--- src/hw/rtl/nnr_pkg.sv ---
package nnr_pkg;

    localparam int TOL_W  = 24;
    localparam int ITER_W = 10;
    localparam int IN_W   = 24;
    localparam int IDX_W  = 4;
    localparam int MAG_W  = 24;
    localparam int IM_W   = 23;
    localparam int ST_W   = 2;

    localparam logic [ST_W-1:0] ST_OK       = 2'd0;
    localparam logic [ST_W-1:0] ST_BAD_IDX  = 2'd1;
    localparam logic [ST_W-1:0] ST_ZERO_DER = 2'd2;

    localparam logic [ITER_W-1:0] ITER_RESET = 10'd1000;
    localparam logic [TOL_W-1:0]  TOL_RESET  = 24'd1;

    localparam int REG_TOL  = 0;
    localparam int REG_ITER = 1;

endpackage

--- src/hw/rtl/nnr_divider.sv ---
// Restoring divider: one quotient bit per cycle.
module nnr_divider #(
    parameter int W = 64
) (
    input  logic         clk,
    input  logic         rst_n,
    input  logic         start,
    input  logic [W-1:0] dividend,
    input  logic [W-1:0] divisor,
    output logic         done,
    output logic [W-1:0] quotient
);

    localparam int CW = $clog2(W + 1);

    logic [W-1:0]  quo_reg;
    logic [W-1:0]  rem_reg;
    logic [W-1:0]  dsr_reg;
    logic [CW-1:0] cnt_reg;
    logic          busy_reg;
    logic          done_reg;
    logic [W:0]    trial;

    assign trial    = {rem_reg, quo_reg[W-1]};
    assign quotient = quo_reg;
    assign done     = done_reg;

    // Load operands on start, then shift one dividend bit in and try subtracting the divisor
    always_ff @(posedge clk or negedge rst_n)
    begin
        if (!rst_n)
        begin
            busy_reg <= 1'b0;
            done_reg <= 1'b0;
            cnt_reg  <= '0;
        end
        else
        begin
            done_reg <= 1'b0;
            if (start)
            begin
                busy_reg <= 1'b1;
                cnt_reg  <= CW'(W);
                quo_reg  <= dividend;
                rem_reg  <= '0;
                dsr_reg  <= divisor;
            end
            else if (busy_reg)
            begin
                if (trial >= {1'b0, dsr_reg})
                begin
                    rem_reg <= W'(trial - {1'b0, dsr_reg});
                    quo_reg <= {quo_reg[W-2:0], 1'b1};
                end
                else
                begin
                    rem_reg <= trial[W-1:0];
                    quo_reg <= {quo_reg[W-2:0], 1'b0};
                end
                cnt_reg <= cnt_reg - 1'b1;
                if (cnt_reg == CW'(1))
                begin
                    busy_reg <= 1'b0;
                    done_reg <= 1'b1;
                end
            end
        end
    end

endmodule

--- src/hw/rtl/newton_nth_root_core.sv ---
// Channel | Signals                                   | Dir
// in      | in_valid, in_stall, radicand, root_index  | in
// out     | out_valid, out_stall, real_part, imag_part, status | out
// cfg     | psel penable pwrite paddr pwdata prdata pready     | APB
// One item at a time. Each Newton iteration runs the multiply state (N-1
// products on one shared multiplier plus the derivative check), two passes
// through the one-bit-a-cycle divider (a/p, then the division by N) and
// the update state.
// in_stall is high from acceptance until the result is taken.
// Reset clears the sequencer and restores register defaults.
// A stalled result holds on the output registers.
module newton_nth_root_core #(
    parameter int MAX_ROOT_INDEX = 8,
    parameter int FRACTION_BITS  = 16
) (
    input  logic                        clk,
    input  logic                        rst_n,
    input  logic                        in_valid,
    output logic                        in_stall,
    input  logic signed [nnr_pkg::IN_W-1:0]  radicand,
    input  logic [nnr_pkg::IDX_W-1:0]   root_index,
    output logic                        out_valid,
    input  logic                        out_stall,
    output logic signed [nnr_pkg::MAG_W-1:0] real_part,
    output logic [nnr_pkg::IM_W-1:0]    imag_part,
    output logic [nnr_pkg::ST_W-1:0]    status,
    input  logic                        psel,
    input  logic                        penable,
    input  logic                        pwrite,
    input  logic [2:0]                  paddr,
    input  logic [31:0]                 pwdata,
    output logic [31:0]                 prdata,
    output logic                        pready
);

    // y and p widths: p saturates at 2^(24+F)
    localparam int PW = 24 + FRACTION_BITS + 1;
    localparam int YW = (FRACTION_BITS > 23 ? FRACTION_BITS : 23) + 2;
    localparam int DW = PW + FRACTION_BITS + 1;
    localparam int MW = YW + nnr_pkg::IDX_W;
    localparam logic [PW-1:0] POW_CAP = PW'(1) << (24 + FRACTION_BITS);
    localparam logic [YW-1:0] FX_ONE  = YW'(1) << FRACTION_BITS;
    localparam logic [YW-1:0] Y_CAP   = (FRACTION_BITS > 23) ? FX_ONE : (YW'(1) << 23);
    localparam logic [YW-1:0] MAG_LIM = YW'(1) << 23;

    typedef enum logic [2:0] {
        S_IDLE, S_MUL, S_DIV, S_WAIT, S_DIVN, S_WAITN, S_UPD, S_OUT
    } state_t;

    state_t state_reg;
    logic [nnr_pkg::TOL_W-1:0]  tol_reg;
    logic [nnr_pkg::ITER_W-1:0] maxit_reg;
    logic [nnr_pkg::ITER_W-1:0] it_reg;
    logic [nnr_pkg::IDX_W-1:0]  n_reg;
    logic [nnr_pkg::IDX_W-1:0]  k_reg;
    logic [23:0]  mag_reg;
    logic         neg_reg;
    logic [YW-1:0] y_reg;
    logic [PW-1:0] p_reg;
    logic [DW-1:0] q_reg;
    logic signed [nnr_pkg::MAG_W-1:0] re_reg;
    logic [nnr_pkg::IM_W-1:0] im_reg;
    logic [nnr_pkg::ST_W-1:0] st_reg;

    logic                  div_start;
    logic                  div_done;
    logic [DW-1:0]         div_q;
    logic [DW-1:0]         div_dividend;
    logic [DW-1:0]         div_divisor;
    logic [PW+YW-1:0]      prod;
    logic [MW-1:0]         ymul;
    logic [DW-1:0]         num;
    logic [YW-1:0]         nxt;
    logic [YW-1:0]         diff;
    logic [23:0]           rmag;

    assign pready   = 1'b1;
    assign in_stall = (state_reg != S_IDLE);
    assign out_valid = (state_reg == S_OUT);
    assign real_part = re_reg;
    assign imag_part = im_reg;
    assign status    = st_reg;

    // Read back configuration
    always_comb
    begin
        case (paddr[2])
            1'(nnr_pkg::REG_TOL): prdata = 32'(tol_reg);
            default:              prdata = 32'(maxit_reg);
        endcase
    end

    assign rmag    = radicand[23] ? 24'(-radicand) : 24'(radicand);
    assign prod    = p_reg * (PW+YW)'(y_reg);

    // Newton update: ((N-1)*y + q) / N, the division by N runs on the shared divider
    assign ymul     = MW'(y_reg) * MW'(n_reg - 1'b1);
    assign num      = q_reg + DW'(ymul);
    assign nxt      = (q_reg > DW'(Y_CAP)) ? Y_CAP : YW'(q_reg);
    assign diff     = (nxt > y_reg) ? nxt - y_reg : y_reg - nxt;

    // Share the divider between a/p and the division by N
    assign div_start    = (state_reg == S_DIV) || (state_reg == S_DIVN);
    assign div_dividend = (state_reg == S_DIVN) ? num : (DW'(mag_reg) << FRACTION_BITS);
    assign div_divisor  = (state_reg == S_DIVN) ? DW'(n_reg) : DW'(p_reg);

    nnr_divider #(.W(DW)) u_div (
        .clk      (clk),
        .rst_n    (rst_n),
        .start    (div_start),
        .dividend (div_dividend),
        .divisor  (div_divisor),
        .done     (div_done),
        .quotient (div_q)
    );

    // Sequencer, configuration and output registers
    always_ff @(posedge clk or negedge rst_n)
    begin
        if (!rst_n)
        begin
            state_reg <= S_IDLE;
            tol_reg   <= nnr_pkg::TOL_RESET;
            maxit_reg <= nnr_pkg::ITER_RESET;
        end
        else
        begin
            if (psel && penable && pwrite)
            begin
                if (paddr[2] == 1'(nnr_pkg::REG_TOL))
                    tol_reg <= pwdata[nnr_pkg::TOL_W-1:0];
                else
                    maxit_reg <= pwdata[nnr_pkg::ITER_W-1:0];
            end
            case (state_reg)
                S_IDLE:
                begin
                    if (in_valid)
                    begin
                        mag_reg <= rmag;
                        neg_reg <= radicand[23];
                        n_reg   <= root_index;
                        y_reg   <= (YW'(rmag) > FX_ONE) ? YW'(rmag) : FX_ONE;
                        p_reg   <= PW'(FX_ONE);
                        k_reg   <= 4'd1;
                        it_reg  <= '0;
                        if (root_index == '0 || 32'(root_index) > MAX_ROOT_INDEX)
                        begin
                            re_reg    <= '0;
                            im_reg    <= '0;
                            st_reg    <= nnr_pkg::ST_BAD_IDX;
                            state_reg <= S_OUT;
                        end
                        else if (maxit_reg == '0)
                            state_reg <= S_UPD;
                        else
                            state_reg <= S_MUL;
                    end
                end
                S_MUL:
                begin
                    if (k_reg >= n_reg)
                    begin
                        if (p_reg == '0)
                        begin
                            re_reg    <= '0;
                            im_reg    <= '0;
                            st_reg    <= nnr_pkg::ST_ZERO_DER;
                            state_reg <= S_OUT;
                        end
                        else
                            state_reg <= S_DIV;
                    end
                    else
                    begin
                        if (prod > (PW+YW)'(POW_CAP))
                            p_reg <= POW_CAP;
                        else
                            p_reg <= PW'(prod >> FRACTION_BITS);
                        k_reg <= k_reg + 1'b1;
                    end
                end
                S_DIV:  state_reg <= S_WAIT;
                S_WAIT:
                begin
                    if (div_done)
                    begin
                        q_reg     <= div_q;
                        state_reg <= S_DIVN;
                    end
                end
                S_DIVN: state_reg <= S_WAITN;
                S_WAITN:
                begin
                    if (div_done)
                    begin
                        q_reg     <= div_q;
                        state_reg <= S_UPD;
                    end
                end
                S_UPD:
                begin
                    if (it_reg < maxit_reg && !(diff == '0 ||
                        diff < YW'(tol_reg)) && maxit_reg != '0)
                    begin
                        y_reg     <= nxt;
                        it_reg    <= it_reg + 1'b1;
                        p_reg     <= PW'(FX_ONE);
                        k_reg     <= 4'd1;
                        state_reg <= (it_reg + 1'b1 < maxit_reg) ? S_MUL : S_UPD;
                        if (it_reg + 1'b1 >= maxit_reg)
                            q_reg <= '0;
                    end
                    else
                    begin
                        st_reg <= nnr_pkg::ST_OK;
                        if (neg_reg && !n_reg[0])
                        begin
                            re_reg <= '0;
                            im_reg <= (y_reg >= MAG_LIM) ? 23'h7FFFFF : 23'(y_reg);
                        end
                        else if (neg_reg)
                        begin
                            im_reg <= '0;
                            re_reg <= (y_reg >= MAG_LIM) ? 24'h800000 : 24'(-y_reg);
                        end
                        else
                        begin
                            im_reg <= '0;
                            re_reg <= (y_reg >= MAG_LIM) ? 24'h7FFFFF : 24'(y_reg);
                        end
                        state_reg <= S_OUT;
                    end
                end
                S_OUT:
                begin
                    if (!out_stall)
                        state_reg <= S_IDLE;
                end
                default: state_reg <= S_IDLE;
            endcase
        end
    end

    // Busy while a result is pending
    a_stall: assert property (@(posedge clk) disable iff (!rst_n)
        out_valid |-> in_stall) else $error("accepting while result pending");
    // Result held while stalled
    a_hold: assert property (@(posedge clk) disable iff (!rst_n)
        out_valid && out_stall |=> out_valid && $stable(status))
        else $error("result dropped");
    // Status code range
    a_st: assert property (@(posedge clk) disable iff (!rst_n)
        out_valid |-> (status == nnr_pkg::ST_OK || status == nnr_pkg::ST_BAD_IDX ||
        status == nnr_pkg::ST_ZERO_DER)) else $error("bad status");

endmodule
--- config.mk ---
export PLATFORM = sky130hd
export DESIGN_NAME = newton_nth_root_core
export DESIGN_NICKNAME = d
export VERILOG_FILES = /design/src/hw/rtl/nnr_pkg.sv /design/src/hw/rtl/nnr_divider.sv /design/src/hw/rtl/newton_nth_root_core.sv
export SDC_FILE = /design/constraint.sdc
export NUM_CORES = 2
export LEC_CHECK = 0
export ABC_AREA = 1
export BUFFER_PORTS_ARGS = -buffer_cell sky130_fd_sc_hd__buf_4
export CORE_UTILIZATION = 35
export DETAILED_ROUTE_END_ITERATION = 10
export GPL_TIMING_DRIVEN = 0
export PLACE_DENSITY = 0.47
export SETUP_SLACK_MARGIN = 0.1
export SYNTH_ARGS = -nofsm -noshare
export SYNTH_HDL_FRONTEND = slang
export SYNTH_HIERARCHICAL = 1
export SYNTH_SLANG_ARGS = --single-unit
--- constraint.sdc ---
create_clock -name clk -period 17.6 [get_ports clk]
set_input_delay 0 -clock clk [delete_from_list [all_inputs] [get_ports clk]]
set_output_delay 0 -clock clk [all_outputs]
set_load 0.1 [all_outputs]
==> metrics <==
Mapped Cells=between 9000 and 10000; average wire per standard cell=23.37 um; kind of end point of the critical path=flip-flop; overall routing resource usage=0.2965; Core Region=roughly 200000 um2; Setup violations, final=0; RSZ-0062 raised after global routing=false; number of global-route vias before repair=64790; fin crit period=10.60 ns; Post-synth EDFFs=a little under 400; crit share post-route=0.6024; critical path launch point=y_reg[6]$_DFFE_PP_; Initial Utilization=0.3524; Post-Syn Area=71300 um2; number of nets with antenna violations after routing=0; area post-placement=76180 um2; Avg Cell Area, Syn=7.192 um2; Hold Fails Final Rpt=0; outcome=finished, violations left; leading area contributor after synthesis=fa_1; GRT overflow=0; Reg clk slew, reported paths=0.07 ns; async set or reset register ratio after synthesis=0.1034; RD Place Congestion=0.9815; total CTS buffers=54; main area contributors after synthesis=fa_1 27%, edfxtp_1 16%, nand2_1 16%; Hold-fix buffers, CTS=just under 70; Vias=63880; global-route wire length before repair=442900 um; failing checks=max-capacitance violations, max-slew violations; Root Driver=clkbuf_16; max-slew violation count=54; clock skew=0.08070 ns; initial antenna violation count=11; YS warnings=6; NumNets Final=11720; Die Area=around 200000 um2; Critical Path AT=around 11 ns; Max Cap Violations=6; Max Fanout on Critical Path=10; top cells by count, synth=3058 x nand2_1, 2520 x inv_1, 968 x fa_1, 743 x nor2_1, 448 x ha_1; share of the synthesized area in the top cell type=0.2718; ys flop type=edfxtp_1; CP Launch Type=flip-flop; initial drt markers=5245; setup repair bufs after CTS=0; Worst path slowest cell=buf_1; Detail Placement HPWL=251900 um; Hold WC Path Type=input port to flip-flop; Post-route DRC=0; CP most frequent cell=fa_1; fillers=21710; top-count cell post-synth=nand2_1; layout cells sized above 1=0.03893; post-route cell area=about 79000 um2; Layout Cells excl Fill=12950; worst stage delay on the critical path=1.10 ns; num ports=about 150; Slew HR=-0.05937; Yosys cell types=65; dpl cells=12780; Total Routed Length=302600 um; WP data required=18.17 ns; CTS tree=done; die width=roughly 450 um; Reg2Reg Depth=32; cts repair resizes=0; Slew @ Worst Pin=1.589 ns; R2R Path Start=y_reg[6]$_DFFE_PP_; TritonRoute pass-1 iters=6; worst flop-to-flop path endpoint=p_reg[20]$_SDFFCE_PN0P_; CP Class=flip-flop to flip-flop; sink count of the clock tree=435; vias per cell=approximately 5; Worst-Skew Late Latency=0.71 ns; flops & latches, synth=435; deepest clock path buffer count=3; CP endpoint=p_reg[20]$_SDFFCE_PN0P_; Area Overhead vs Synth=10.55%; Final TNS setup=0 ns; CTS H-tree lvls=2; Die H=453.4 um; row cnt=165; maximum clock frequency=94.33 MHz; largest net degree at the start of global routing=69; buffers added on ports=133; post-synthesis sequential area ratio=0.1802; r2r setup slk=7.00 ns
cell type report:
class | instances | area [um2] | area share
repair buffers | 220 | 2043 | 0.02592
flip-flops and latches | 435 | 12850 | 0.1630
clock inverters | 36 | 510.5 | 0.006476
diodes | 4 | 10.01 | 0.0001270
inverters | 2536 | 9519 | 0.1208
clock buffers | 64 | 1409 | 0.01787
plain buffers | 364 | 1511 | 0.01918
multi-input cells | 6620 | 47630 | 0.6043
well taps | 2672 | 3343 | 0.04241
stage by stage:
step	setup slack, ns	util	hold WS (ns)
finish	6.999	0.3896	0.05238
CTS	7.041	0.3895	0.01087
floorplan	10.45	-	-0.2956
detailed placement	7.081	0.3766	-0.02170
global placement	6.483	0.3746	0.1939
global route	6.721	0.3896	0.03771
layout by cell type, fill, tap and decap left out, types with 84 or more instances in the layout:
cell type,instances
nand3_1,236
a21oi_1,286
xor2_1,86
nor2_1,740
buf_4,149
clkbuf_1,262
nand4_1,105
edfxtp_1,390
nor3_1,84
ha_1,448
inv_1,2518
o21ai_0,196
nand2_1,3058
fa_1,968
critical path, delay by kind of cell (launching register included):
| kind | cells | cell delay (ns) |
|---|---|---|
| fa+ha+maj | 8 | 4.13 |
| buf+inv | 9 | 2.79 |
| simple gates | 11 | 1.75 |
| compound gates | 3 | 0.81 |
| flops | 1 | 0.65 |
| xor+xnor | 1 | 0.29 |
metal layers:
metal,share of wire,GRT usage
met2,0.46,0.4834
met1,0.43,0.3872
met3,0.065,0.04754
met5,0.00020,0
met4,0.052,0.1292
worst min path at each step:
stage	cells after the start	to	slack, ns	startpoint
after global placement	1	n_reg[0]$_DFFE_PP_	0.19	root_index[0]
after floorplan	0	maxit_reg[0]$_DFFE_PN0P_	-0.30	rst_n
after CTS	2	n_reg[3]$_DFFE_PP_	0.01	root_index[3]
after global routing	2	n_reg[3]$_DFFE_PP_	0.04	root_index[3]
after detailed placement	1	tol_reg[14]$_DFFE_PN0P_	-0.02	rst_n
final	2	n_reg[2]$_DFFE_PP_	0.05	root_index[2]
kinds of logic after synthesis:
| kind of cell | synth area share |
|---|---|
| flops | 0.1802 |
| fa+ha+maj | 0.3504 |
| compound gates | 0.04713 |
| xor+xnor | 0.02099 |
| other cells | 0.0001053 |
| buf+inv | 0.1545 |
| simple gates | 0.2467 |
Power is not shown: default switching activity piles up to over one toggle a cycle in this logic, so the estimate is an artifact.
